$ cat config.mk
export PLATFORM = sky130hd
export DESIGN_NAME = icaf_ctrl
export DESIGN_NICKNAME = d
export VERILOG_FILES = /design/src/hw/rtl/icaf_pkg.sv /design/src/hw/rtl/icaf_ctrl.sv
export SDC_FILE = /design/constraint.sdc
export NUM_CORES = 1
export LEC_CHECK = 0
export BUFFER_PORTS_ARGS = -buffer_cell sky130_fd_sc_hd__buf_2
export CAP_MARGIN = 40
export CORE_ASPECT_RATIO = 1.5
export CORE_MARGIN = 2
export CORE_UTILIZATION = 45
export DETAILED_ROUTE_END_ITERATION = 10
export PLACE_DENSITY = 0.74
export SYNTH_ARGS = -nofsm -noshare
export SYNTH_HDL_FRONTEND = slang
export SYNTH_SLANG_ARGS = --single-unit
$ cat constraint.sdc
create_clock -name clk -period 1.6 [get_ports clk]
set_input_delay 0.32 -clock clk [delete_from_list [all_inputs] [get_ports clk]]
set_output_delay 0.32 -clock clk [all_outputs]
set_load 0.02 [all_outputs]
$ cat src/hw/rtl/icaf_pkg.sv
// Shared types, widths, constants and the CORDIC angle table for the attitude filter.
package icaf_pkg;

    localparam int RAW_W    = 16;
    localparam int CORR_W   = 17;
    localparam int HD_W     = 25;
    localparam int ANG_W    = 25;
    localparam int RATE_W   = 22;
    localparam int ACC_W    = 23;
    localparam int CFG_W    = 16;
    localparam int CFG_IDX_W = 3;
    localparam int WIDE_W   = 34;
    localparam int MUL_W    = 32;
    localparam int PROD_W   = 50;
    localparam int NUM_W    = 44;
    localparam int DEN_W    = 18;
    localparam int CX_W     = 32;
    localparam int CZ_W     = 34;
    localparam int SQ_W     = 50;
    localparam int SQ_TOP   = 48;

    localparam int CORDIC_STEPS_DEF = 16;

    localparam logic [CFG_W-1:0] DT_RESET = 16'd66;

    localparam int ANG_MAX  = 11796480;
    localparam int ANG_TURN = 23592960;

    localparam logic [DEN_W-1:0] DEN_INC  = 18'd82;
    localparam logic [DEN_W-1:0] DEN_RATE = 18'd41;
    localparam logic [DEN_W-1:0] DEN_Z    = 18'd163840;
    localparam logic [DEN_W-1:0] DEN_BL   = 18'd100;

    localparam int K_Z  = 573;
    localparam int K_BL = 98;

    // register indexes
    localparam logic [CFG_IDX_W-1:0] REG_DT      = 3'd0;
    localparam logic [CFG_IDX_W-1:0] REG_GOFF_X  = 3'd1;
    localparam logic [CFG_IDX_W-1:0] REG_GOFF_Y  = 3'd2;
    localparam logic [CFG_IDX_W-1:0] REG_GOFF_Z  = 3'd3;
    localparam logic [CFG_IDX_W-1:0] REG_AOFF_X  = 3'd4;
    localparam logic [CFG_IDX_W-1:0] REG_AOFF_Y  = 3'd5;
    localparam logic [CFG_IDX_W-1:0] REG_AOFF_Z  = 3'd6;

    // axis / lane codes
    localparam logic [1:0] AX_X = 2'd0;
    localparam logic [1:0] AX_Y = 2'd1;
    localparam logic [1:0] AX_Z = 2'd2;

    typedef enum logic [4:0] {
        OP_NONE,
        OP_LOAD,
        OP_MUL_DG,
        OP_DIV_INC,
        OP_SAVE_INC,
        OP_DIV_RATE,
        OP_SAVE_RATE,
        OP_MUL_B,
        OP_MUL_C,
        OP_SUM_SQ,
        OP_SQRT_INIT,
        OP_SQRT_STEP,
        OP_CORD_INIT,
        OP_CORD_STEP,
        OP_MUL_Z,
        OP_DIV_Z,
        OP_SAVE_TILT,
        OP_MUL_BL,
        OP_DIV_BL,
        OP_SAVE_BL,
        OP_WRAP,
        OP_OUT
    } op_t;

    typedef struct packed {
        op_t        op;
        logic [1:0] axis;
    } cmd_t;

    typedef struct packed {
        logic div_done;
        logic sqrt_done;
        logic cord_done;
        logic wrap_done;
    } stat_t;

    // atan(2^-i) in Q30 radians
    function automatic logic signed [CZ_W-1:0] atan_entry(input logic [5:0] i);
        logic signed [CZ_W-1:0] r;
        case (i)
            6'd0:    r = CZ_W'(843314857);
            6'd1:    r = CZ_W'(497837829);
            6'd2:    r = CZ_W'(263043837);
            6'd3:    r = CZ_W'(133525159);
            6'd4:    r = CZ_W'(67021687);
            6'd5:    r = CZ_W'(33543516);
            6'd6:    r = CZ_W'(16775851);
            6'd7:    r = CZ_W'(8388437);
            6'd8:    r = CZ_W'(4194283);
            6'd9:    r = CZ_W'(2097149);
            6'd10:   r = CZ_W'(1048576);
            default: r = (i <= 6'd30) ? (CZ_W'(1) <<< (6'd30 - i)) : '0;
        endcase
        return r;
    endfunction

endpackage

$ cat src/hw/rtl/icaf_ctrl.sv
// Sequencer for the attitude filter: steps the datapath through one sample.
module icaf_ctrl (
    input  logic             clk,
    input  logic             rst_n,
    input  logic             in_valid,
    output logic             in_ready,
    output logic             out_valid,
    input  logic             out_ready,
    input  icaf_pkg::stat_t  stat,
    output icaf_pkg::cmd_t   cmd
);
    import icaf_pkg::*;

    typedef enum logic [4:0] {
        S_IDLE,
        S_INC_MUL, S_INC_DIV, S_INC_WAIT, S_INC_SAVE,
        S_RATE_DIV, S_RATE_WAIT, S_RATE_SAVE,
        S_T_MULB, S_T_MULC, S_T_SUM, S_T_SQI, S_T_SQS, S_T_CI, S_T_CS,
        S_T_MULZ, S_T_DIV, S_T_WAIT, S_T_SAVE,
        S_B_MUL, S_B_DIV, S_B_WAIT, S_B_SAVE,
        S_WRAP, S_OUT
    } state_t;

    state_t     state_reg, state_next;
    logic [1:0] k_reg, k_next;
    logic       out_valid_reg, out_valid_next;

    always_comb
    begin
        state_next     = state_reg;
        k_next         = k_reg;
        out_valid_next = out_valid_reg && !out_ready;
        cmd.op         = OP_NONE;
        cmd.axis       = k_reg;
        unique case (state_reg)
            S_IDLE:
            begin
                if (in_valid)
                begin
                    cmd.op     = OP_LOAD;
                    k_next     = AX_X;
                    state_next = S_INC_MUL;
                end
            end
            S_INC_MUL:
            begin
                cmd.op     = OP_MUL_DG;
                state_next = S_INC_DIV;
            end
            S_INC_DIV:
            begin
                cmd.op     = OP_DIV_INC;
                state_next = S_INC_WAIT;
            end
            S_INC_WAIT:
                if (stat.div_done)
                    state_next = S_INC_SAVE;
            S_INC_SAVE:
            begin
                cmd.op = OP_SAVE_INC;
                if (k_reg == AX_Z)
                begin
                    k_next     = AX_X;
                    state_next = S_RATE_DIV;
                end
                else
                begin
                    k_next     = k_reg + 2'd1;
                    state_next = S_INC_MUL;
                end
            end
            S_RATE_DIV:
            begin
                cmd.op     = OP_DIV_RATE;
                state_next = S_RATE_WAIT;
            end
            S_RATE_WAIT:
                if (stat.div_done)
                    state_next = S_RATE_SAVE;
            S_RATE_SAVE:
            begin
                cmd.op = OP_SAVE_RATE;
                if (k_reg == AX_Z)
                begin
                    k_next     = AX_X;
                    state_next = S_T_MULB;
                end
                else
                begin
                    k_next     = k_reg + 2'd1;
                    state_next = S_RATE_DIV;
                end
            end
            S_T_MULB:
            begin
                cmd.op     = OP_MUL_B;
                state_next = S_T_MULC;
            end
            S_T_MULC:
            begin
                cmd.op     = OP_MUL_C;
                state_next = S_T_SUM;
            end
            S_T_SUM:
            begin
                cmd.op     = OP_SUM_SQ;
                state_next = S_T_SQI;
            end
            S_T_SQI:
            begin
                cmd.op     = OP_SQRT_INIT;
                state_next = S_T_SQS;
            end
            S_T_SQS:
            begin
                cmd.op = OP_SQRT_STEP;
                if (stat.sqrt_done)
                    state_next = S_T_CI;
            end
            S_T_CI:
            begin
                cmd.op     = OP_CORD_INIT;
                state_next = S_T_CS;
            end
            S_T_CS:
            begin
                cmd.op = OP_CORD_STEP;
                if (stat.cord_done)
                    state_next = S_T_MULZ;
            end
            S_T_MULZ:
            begin
                cmd.op     = OP_MUL_Z;
                state_next = S_T_DIV;
            end
            S_T_DIV:
            begin
                cmd.op     = OP_DIV_Z;
                state_next = S_T_WAIT;
            end
            S_T_WAIT:
                if (stat.div_done)
                    state_next = S_T_SAVE;
            S_T_SAVE:
            begin
                cmd.op = OP_SAVE_TILT;
                if (k_reg == AX_Y)
                begin
                    k_next     = AX_X;
                    state_next = S_B_MUL;
                end
                else
                begin
                    k_next     = k_reg + 2'd1;
                    state_next = S_T_MULB;
                end
            end
            S_B_MUL:
            begin
                cmd.op     = OP_MUL_BL;
                state_next = S_B_DIV;
            end
            S_B_DIV:
            begin
                cmd.op     = OP_DIV_BL;
                state_next = S_B_WAIT;
            end
            S_B_WAIT:
                if (stat.div_done)
                    state_next = S_B_SAVE;
            S_B_SAVE:
            begin
                cmd.op = OP_SAVE_BL;
                if (k_reg == AX_Z)
                    state_next = S_WRAP;
                else
                begin
                    k_next     = k_reg + 2'd1;
                    state_next = S_B_MUL;
                end
            end
            S_WRAP:
            begin
                cmd.op = OP_WRAP;
                if (stat.wrap_done)
                    state_next = S_OUT;
            end
            S_OUT:
            begin
                if (!out_valid_reg || out_ready)
                begin
                    cmd.op         = OP_OUT;
                    out_valid_next = 1'b1;
                    state_next     = S_IDLE;
                end
            end
            default:
                state_next = S_IDLE;
        endcase
    end

    always_ff @(posedge clk or negedge rst_n)
    begin
        if (!rst_n)
        begin
            state_reg     <= S_IDLE;
            k_reg         <= AX_X;
            out_valid_reg <= 1'b0;
        end
        else
        begin
            state_reg     <= state_next;
            k_reg         <= k_next;
            out_valid_reg <= out_valid_next;
        end
    end

    assign in_ready  = (state_reg == S_IDLE);
    assign out_valid = out_valid_reg;

endmodule

* Word-level counts from Yosys, hierarchy flattened
Index checks and enable logic that the tools add are counted.
Word-level totals: output and inout bits 9, register bits 8, bits of input ports 8
Operators by class: add/subtract/negate cells 1, reduce and logical (&&, ||, !) cells 9, mux-type cells 24, equality and inequality tests 36
Operators by type and width (count):
- 5-bit case mux with 25 select lines | 1
- 5-bit case mux with 21 select lines | 1
- 5-bit 2-to-1 mux | 11
- 5-bit == test, second input constant | 9
- 5-bit by 4-bit == test with 1-bit output, second input constant | 8
- 5-bit by 3-bit == test with 1-bit output, second input constant | 4
- 2-bit inequality test, second input constant | 10
- 5-bit by 2-bit == test with 1-bit output, second input constant | 2
- 9-bit AND reduction | 1
- 2-bit 2-to-1 mux | 4
- 2-bit case mux with 4 select lines | 1
- 3-bit 2-to-1 mux | 2
- 5-bit by 1-bit == test with 1-bit output, second input constant | 1
- 5-bit zero test | 1
- 4-bit 2-to-1 mux | 1
- 4-bit nonzero test | 1
- 1-bit 2-to-1 mux | 3
- 3-bit AND reduction | 1
- 2-bit by 1-bit adder with 2-bit output, second input constant | 1
- 2-bit by 1-bit == test with 1-bit output, second input constant | 1
- 2-bit == test, second input constant | 1
- 1-bit zero test | 2
- 2-bit OR reduction | 1
- 1-bit logical AND | 1
- 1-bit logical OR | 1

* Depth between registers and ports, before layout
depth in word-level cells 4, mapped depth 6, mapped depth without buffers 6

* Worst setup path before layout
OpenSTA, ideal clock, no wires.
path kind register to output, start reg state_reg[4], end out cmd[4] (netlist name), setup slack -481 ps, data required time 1280 ps, data arrival time 1761 ps, stages on the path, launching flop included 6, cells stage by stage dfrtp_1 -> buf_4 -> or2b_2 -> a21boi_0 -> o32a_1 -> o21ai_0
RTL lines:
- from (decl) | RTL line icaf_ctrl.sv:24 | state_t state_reg, state_next;
- from (signal assigned) | RTL line icaf_ctrl.sv:212 | state_reg <= state_next;
- to (decl) | RTL line icaf_ctrl.sv:10 | output icaf_pkg::cmd_t cmd

==> results list <==
* Final worst path period need: 2.02 ns
* ANT cells: 0
* Total wirelength of the detailed-routed design: 3.53 mm
* First-pass GRT wire length: 5.52 mm
- Max_slew headroom: 0.727
* Count of cells along the worst hold path: 3
- Residual DRC count: 0
- In this run, distinct cell masters in the synthesized netlist total 40.
- Max Buffers Root-to-Sink: 2
- Total number of H-tree levels: 1
* Routed vias: 1,182
- The run finished, with violations left.
- Final number of setup-violating endpoints: 13
- Count of routing violations after the opening detailed-route iteration: 68
- Of the total synthesized cell area, the portion taken by AND, OR, NAND and NOR gates is 0.223.
- The setup check on the worst reg-to-reg path leaves a slack of -0.34 ns.
- The first detailed-routing pass took 4 iterations.
- Filler cell count in the final layout: 126
* Primary FF master, synth: sky130_fd_sc_hd__dfrtp_1
- CTS saw 8 sinks.
- For this design the top-level I/O count stands at 17.
* Endpoint kind of the worst setup timing path: output port
- Share of async-settable or async-resettable flops after synthesis: 1.00
- Share of post-route cells with drive strength above 1: 0.560
- Cell internal power was estimated by the tool at 0.00212 W.
- The initial antenna violation count is 0.
* Total power divided by cell area: 2500 nW/um^2
- Violated checks: setup timing
* Buffers added on ports: 16
- TritonCTS buffer count: 3
- After routing, the total negative slack on setup checks comes to -4.09 ns.
- The register with the most flip-flops in the layout has 5 of them.
- Leakage: 0.723 nW
* Reg power frac: 0.107
* Mean post-synth cell area: 8.31 um^2
* # Max-Cap Violations: 0
- Routed length per placed instance: 17.9 um
* Horizontal die dimension: 42.1 um
- Of the total synthesized cell area, the portion taken by full adders, half adders and majority gates is 0.0510.
- Final Hold Viols: 0
- The total overflow left after global routing is 0.
- Dividing the final minimum period by the clock period gives 1.27.
- Site Rows: 20
- FF/Latch Area: 205 um^2
- Synth Warn #: 0
* Proportion of synthesized chip area in sequential cells: 0.204
- XOR/XNOR share of the synthesized area: 0.0268
- By area, the combinational part of the netlist is dominated by compound AO/OA/AOI/OAI gates.
- Area added between synthesis and finish: 61.1%
* Worst skew pair latency: 0.28 ns
* Worst-case clock skew: 0.0142 ns
- RSZ-0062 raised after global routing: yes
* CP Class: register to output port
- Clk root buf: sky130_fd_sc_hd__clkbuf_4
- Final critical-path setup slack: -0.424 ns
* Vias in the first global route: 1,241
- The placed instances occupy a cell area of 1280 um^2.
- In the final layout, the multi-input gates occupy 792 um^2.
- The die covers 2580 um^2.
- Launch instance of the worst register-to-register path: state_reg[1]
* Effective utilization at floorplan: 0.478
* Number of nets in the layout: 188
- Based on the critical path, the design can be clocked at up to 0.494 GHz.
- The detail route stage leaves a number of antenna-violating nets equal to 0.
* TritonCTS clock tree: built
- Synth Register Bits: 8
- Min-Delay Path Class: input pin to register
- Max stage delay cell, worst path: sky130_fd_sc_hd__dfrtp_1
- Of the post-synthesis cell area, the part taken by muxes is 0.0842.
- The max-slew violation count was 0.
- Clock network fraction of total power: 0.046
- Area fraction in compound gates after synthesis: 0.283
- After detailed routing, the number of vias per cell comes to 6.00.
* Post-synthesis instance area: 981 um^2
* Clock slew at reported path FFs: 0.07 ns
- Along the worst path, the maximum fanout reaches 3.
* Switching power total: 0.00184 W
- In the global route stage, overall resource usage came out at 0.290.
- The finished cells cover 1580 um^2.
- Placeable core region: 2050 um^2
- Number of enable flip-flop cells after synthesis: 0
- After layout, the design draws a total of 0.00396 W.
- Capture instance of the worst register-to-register path: k_reg[1]
- Global placement routability congestion: 0.890
- For the pin with the worst max-slew slack, the measured transition is 0.404 ns.
* Share of total power consumed by net switching: 0.464
- Post-Syn Nets: 130
- IR analysis of the VDD net gives a maximum drop of 0.00118 V.
- Cells after synthesis: 118
* Cells on worst reg2reg path: 10
- Data required time of the critical path: 1.28 ns
- Data arrives at the worst endpoint at 1.70 ns.
* Hold_sp: out_ready
* Post-DP HPWL: 2.26 mm
- For hold timing, the worst endpoint is out_valid.
- Largest net degree at the start of global routing: 11
- The share of total power dissipated in combinational logic is 0.847.
* Die Y: 61.2 um
- Walking the worst path, the cells encountered are or2b_4 -> a21boi_1 -> o32a_1 -> o21ai_4 -> buf_6.
* CP max stage delay: 0.41 ns
- Startpoint Class: register
[how the worst max path moves through the flow]
stage	from	endpoint	slack, ns	depth (start not counted)
final	state_reg[4]	cmd[4]	-0.42	5
after global routing	state_reg[1]	cmd[2]	-0.48	7
after global placement	state_reg[1]	state_reg[4]	-0.21	5
after detailed placement	state_reg[1]	state_reg[0]	-0.24	6
after CTS	state_reg[4]	cmd[4]	-0.41	5
after floorplan	state_reg[4]	cmd[4]	-0.22	5
[area by class of cell]
cell class	instances	area share
Sequential cell	8	0.130
Multi-Input combinational cell	94	0.501
Clock buffer	4	0.0166
Timing Repair Buffer	63	0.321
Inverter	6	0.0143
Tap cell	22	0.0174
[worst max-delay path: cells and delay by family (launching register included)]
kind | cells | cell delay, ns
compound gates | 3 | 0.62
flops | 1 | 0.41
simple gates | 1 | 0.26
buf+inv | 1 | 0.13
[logic make-up after synthesis]
group	after synthesis
DFF	8
muxes	7
adders and majority gates	4
xor gates and xnor gates	3
buffers and inverters	16
AOI/OAI and AO/OA	38
and+or+nand+nor	42
[cell usage after synthesis, drive strengths merged (2+ instances only)]
library cell,n,area share
nor2,8,0.031
nor3,3,0.015
clkbuf,7,0.078
ha,4,0.051
mux2i,3,0.031
a21oi,7,0.036
a32oi,3,0.027
buf,3,0.027
or2b,3,0.027
nand2b,3,0.019
nor2b,2,0.013
xor2,3,0.027
nand3,3,0.015
nand2,13,0.050
a22oi,2,0.015
dfrtp,8,0.20
o22ai,5,0.032
inv,6,0.023
mux2,4,0.054
o32a,2,0.020
o21ai,9,0.046
nor4b,2,0.018
[metal layers]
metal / up-vias / global-route usage / routed length [um]
met4: 0 / 0.129 / 133
met2: 48 / 0.583 / 1940
li1: 549 / - / -
met5: - / 0 / 0
met1: 573 / 0.284 / 1270
met3: 12 / 0.0645 / 180
[placed cells by master (no fill, tap or decap), drive strengths merged, types with 2 or more instances in the layout]
cell / netlist / layout
a22oi: 2 / 2
a21oi: 7 / 7
ha: 4 / 4
nand3: 3 / 3
o21ai: 9 / 9
o22ai: 5 / 5
mux2: 4 / 4
nor3: 3 / 3
o32a: 2 / 2
nand2: 13 / 13
nor2: 8 / 8
or2b: 3 / 3
a32oi: 3 / 3
clkbuf: 7 / 4
inv: 6 / 6
xor2: 3 / 3
mux2i: 3 / 3
nor4b: 2 / 2
nor2b: 2 / 2
buf: 3 / 62
dfrtp: 8 / 8
nand2b: 3 / 3
[metrics by stage]
| stage | worst slack (ns) | util | hold WS [ns] | instances |
|---|---|---|---|---|
| 2_1_floorplan | -0.220 | - | 0.0244 | 118 |
| 3_3_place_gp | -0.210 | 0.625 | 0.175 | 180 |
| 3_5_place_dp | -0.236 | 0.625 | 0.175 | 180 |
| 4_1_cts | -0.412 | 0.737 | 0.403 | 195 |
| 5_1_grt | -0.485 | 0.770 | 0.410 | 197 |
| 6_report | -0.424 | 0.770 | 0.399 | 197 |
[power groups by stage]
stage,combinational (W),sequential [W],clock [W]
after CTS,0.00307,0.000407,0.000175
after global placement,0.00244,0.000413,0
after global routing,0.00358,0.000434,0.000199
after floorplan,0.00173,0.000374,0
final,0.00335,0.000423,0.000184
after detailed placement,0.00253,0.000415,0
[timing repair]
action / in CTS / in global routing
pin swaps: 10 / 6
gates cloned: 0 / 0
gates resized for setup: 34 / 14
hold endpoints to repair: 8 / 0
hold buffers: 1 / 0
setup endpoints to repair: 13 / 13
setup buffers: 11 / 4
Power figures use the tool's default switching activity.
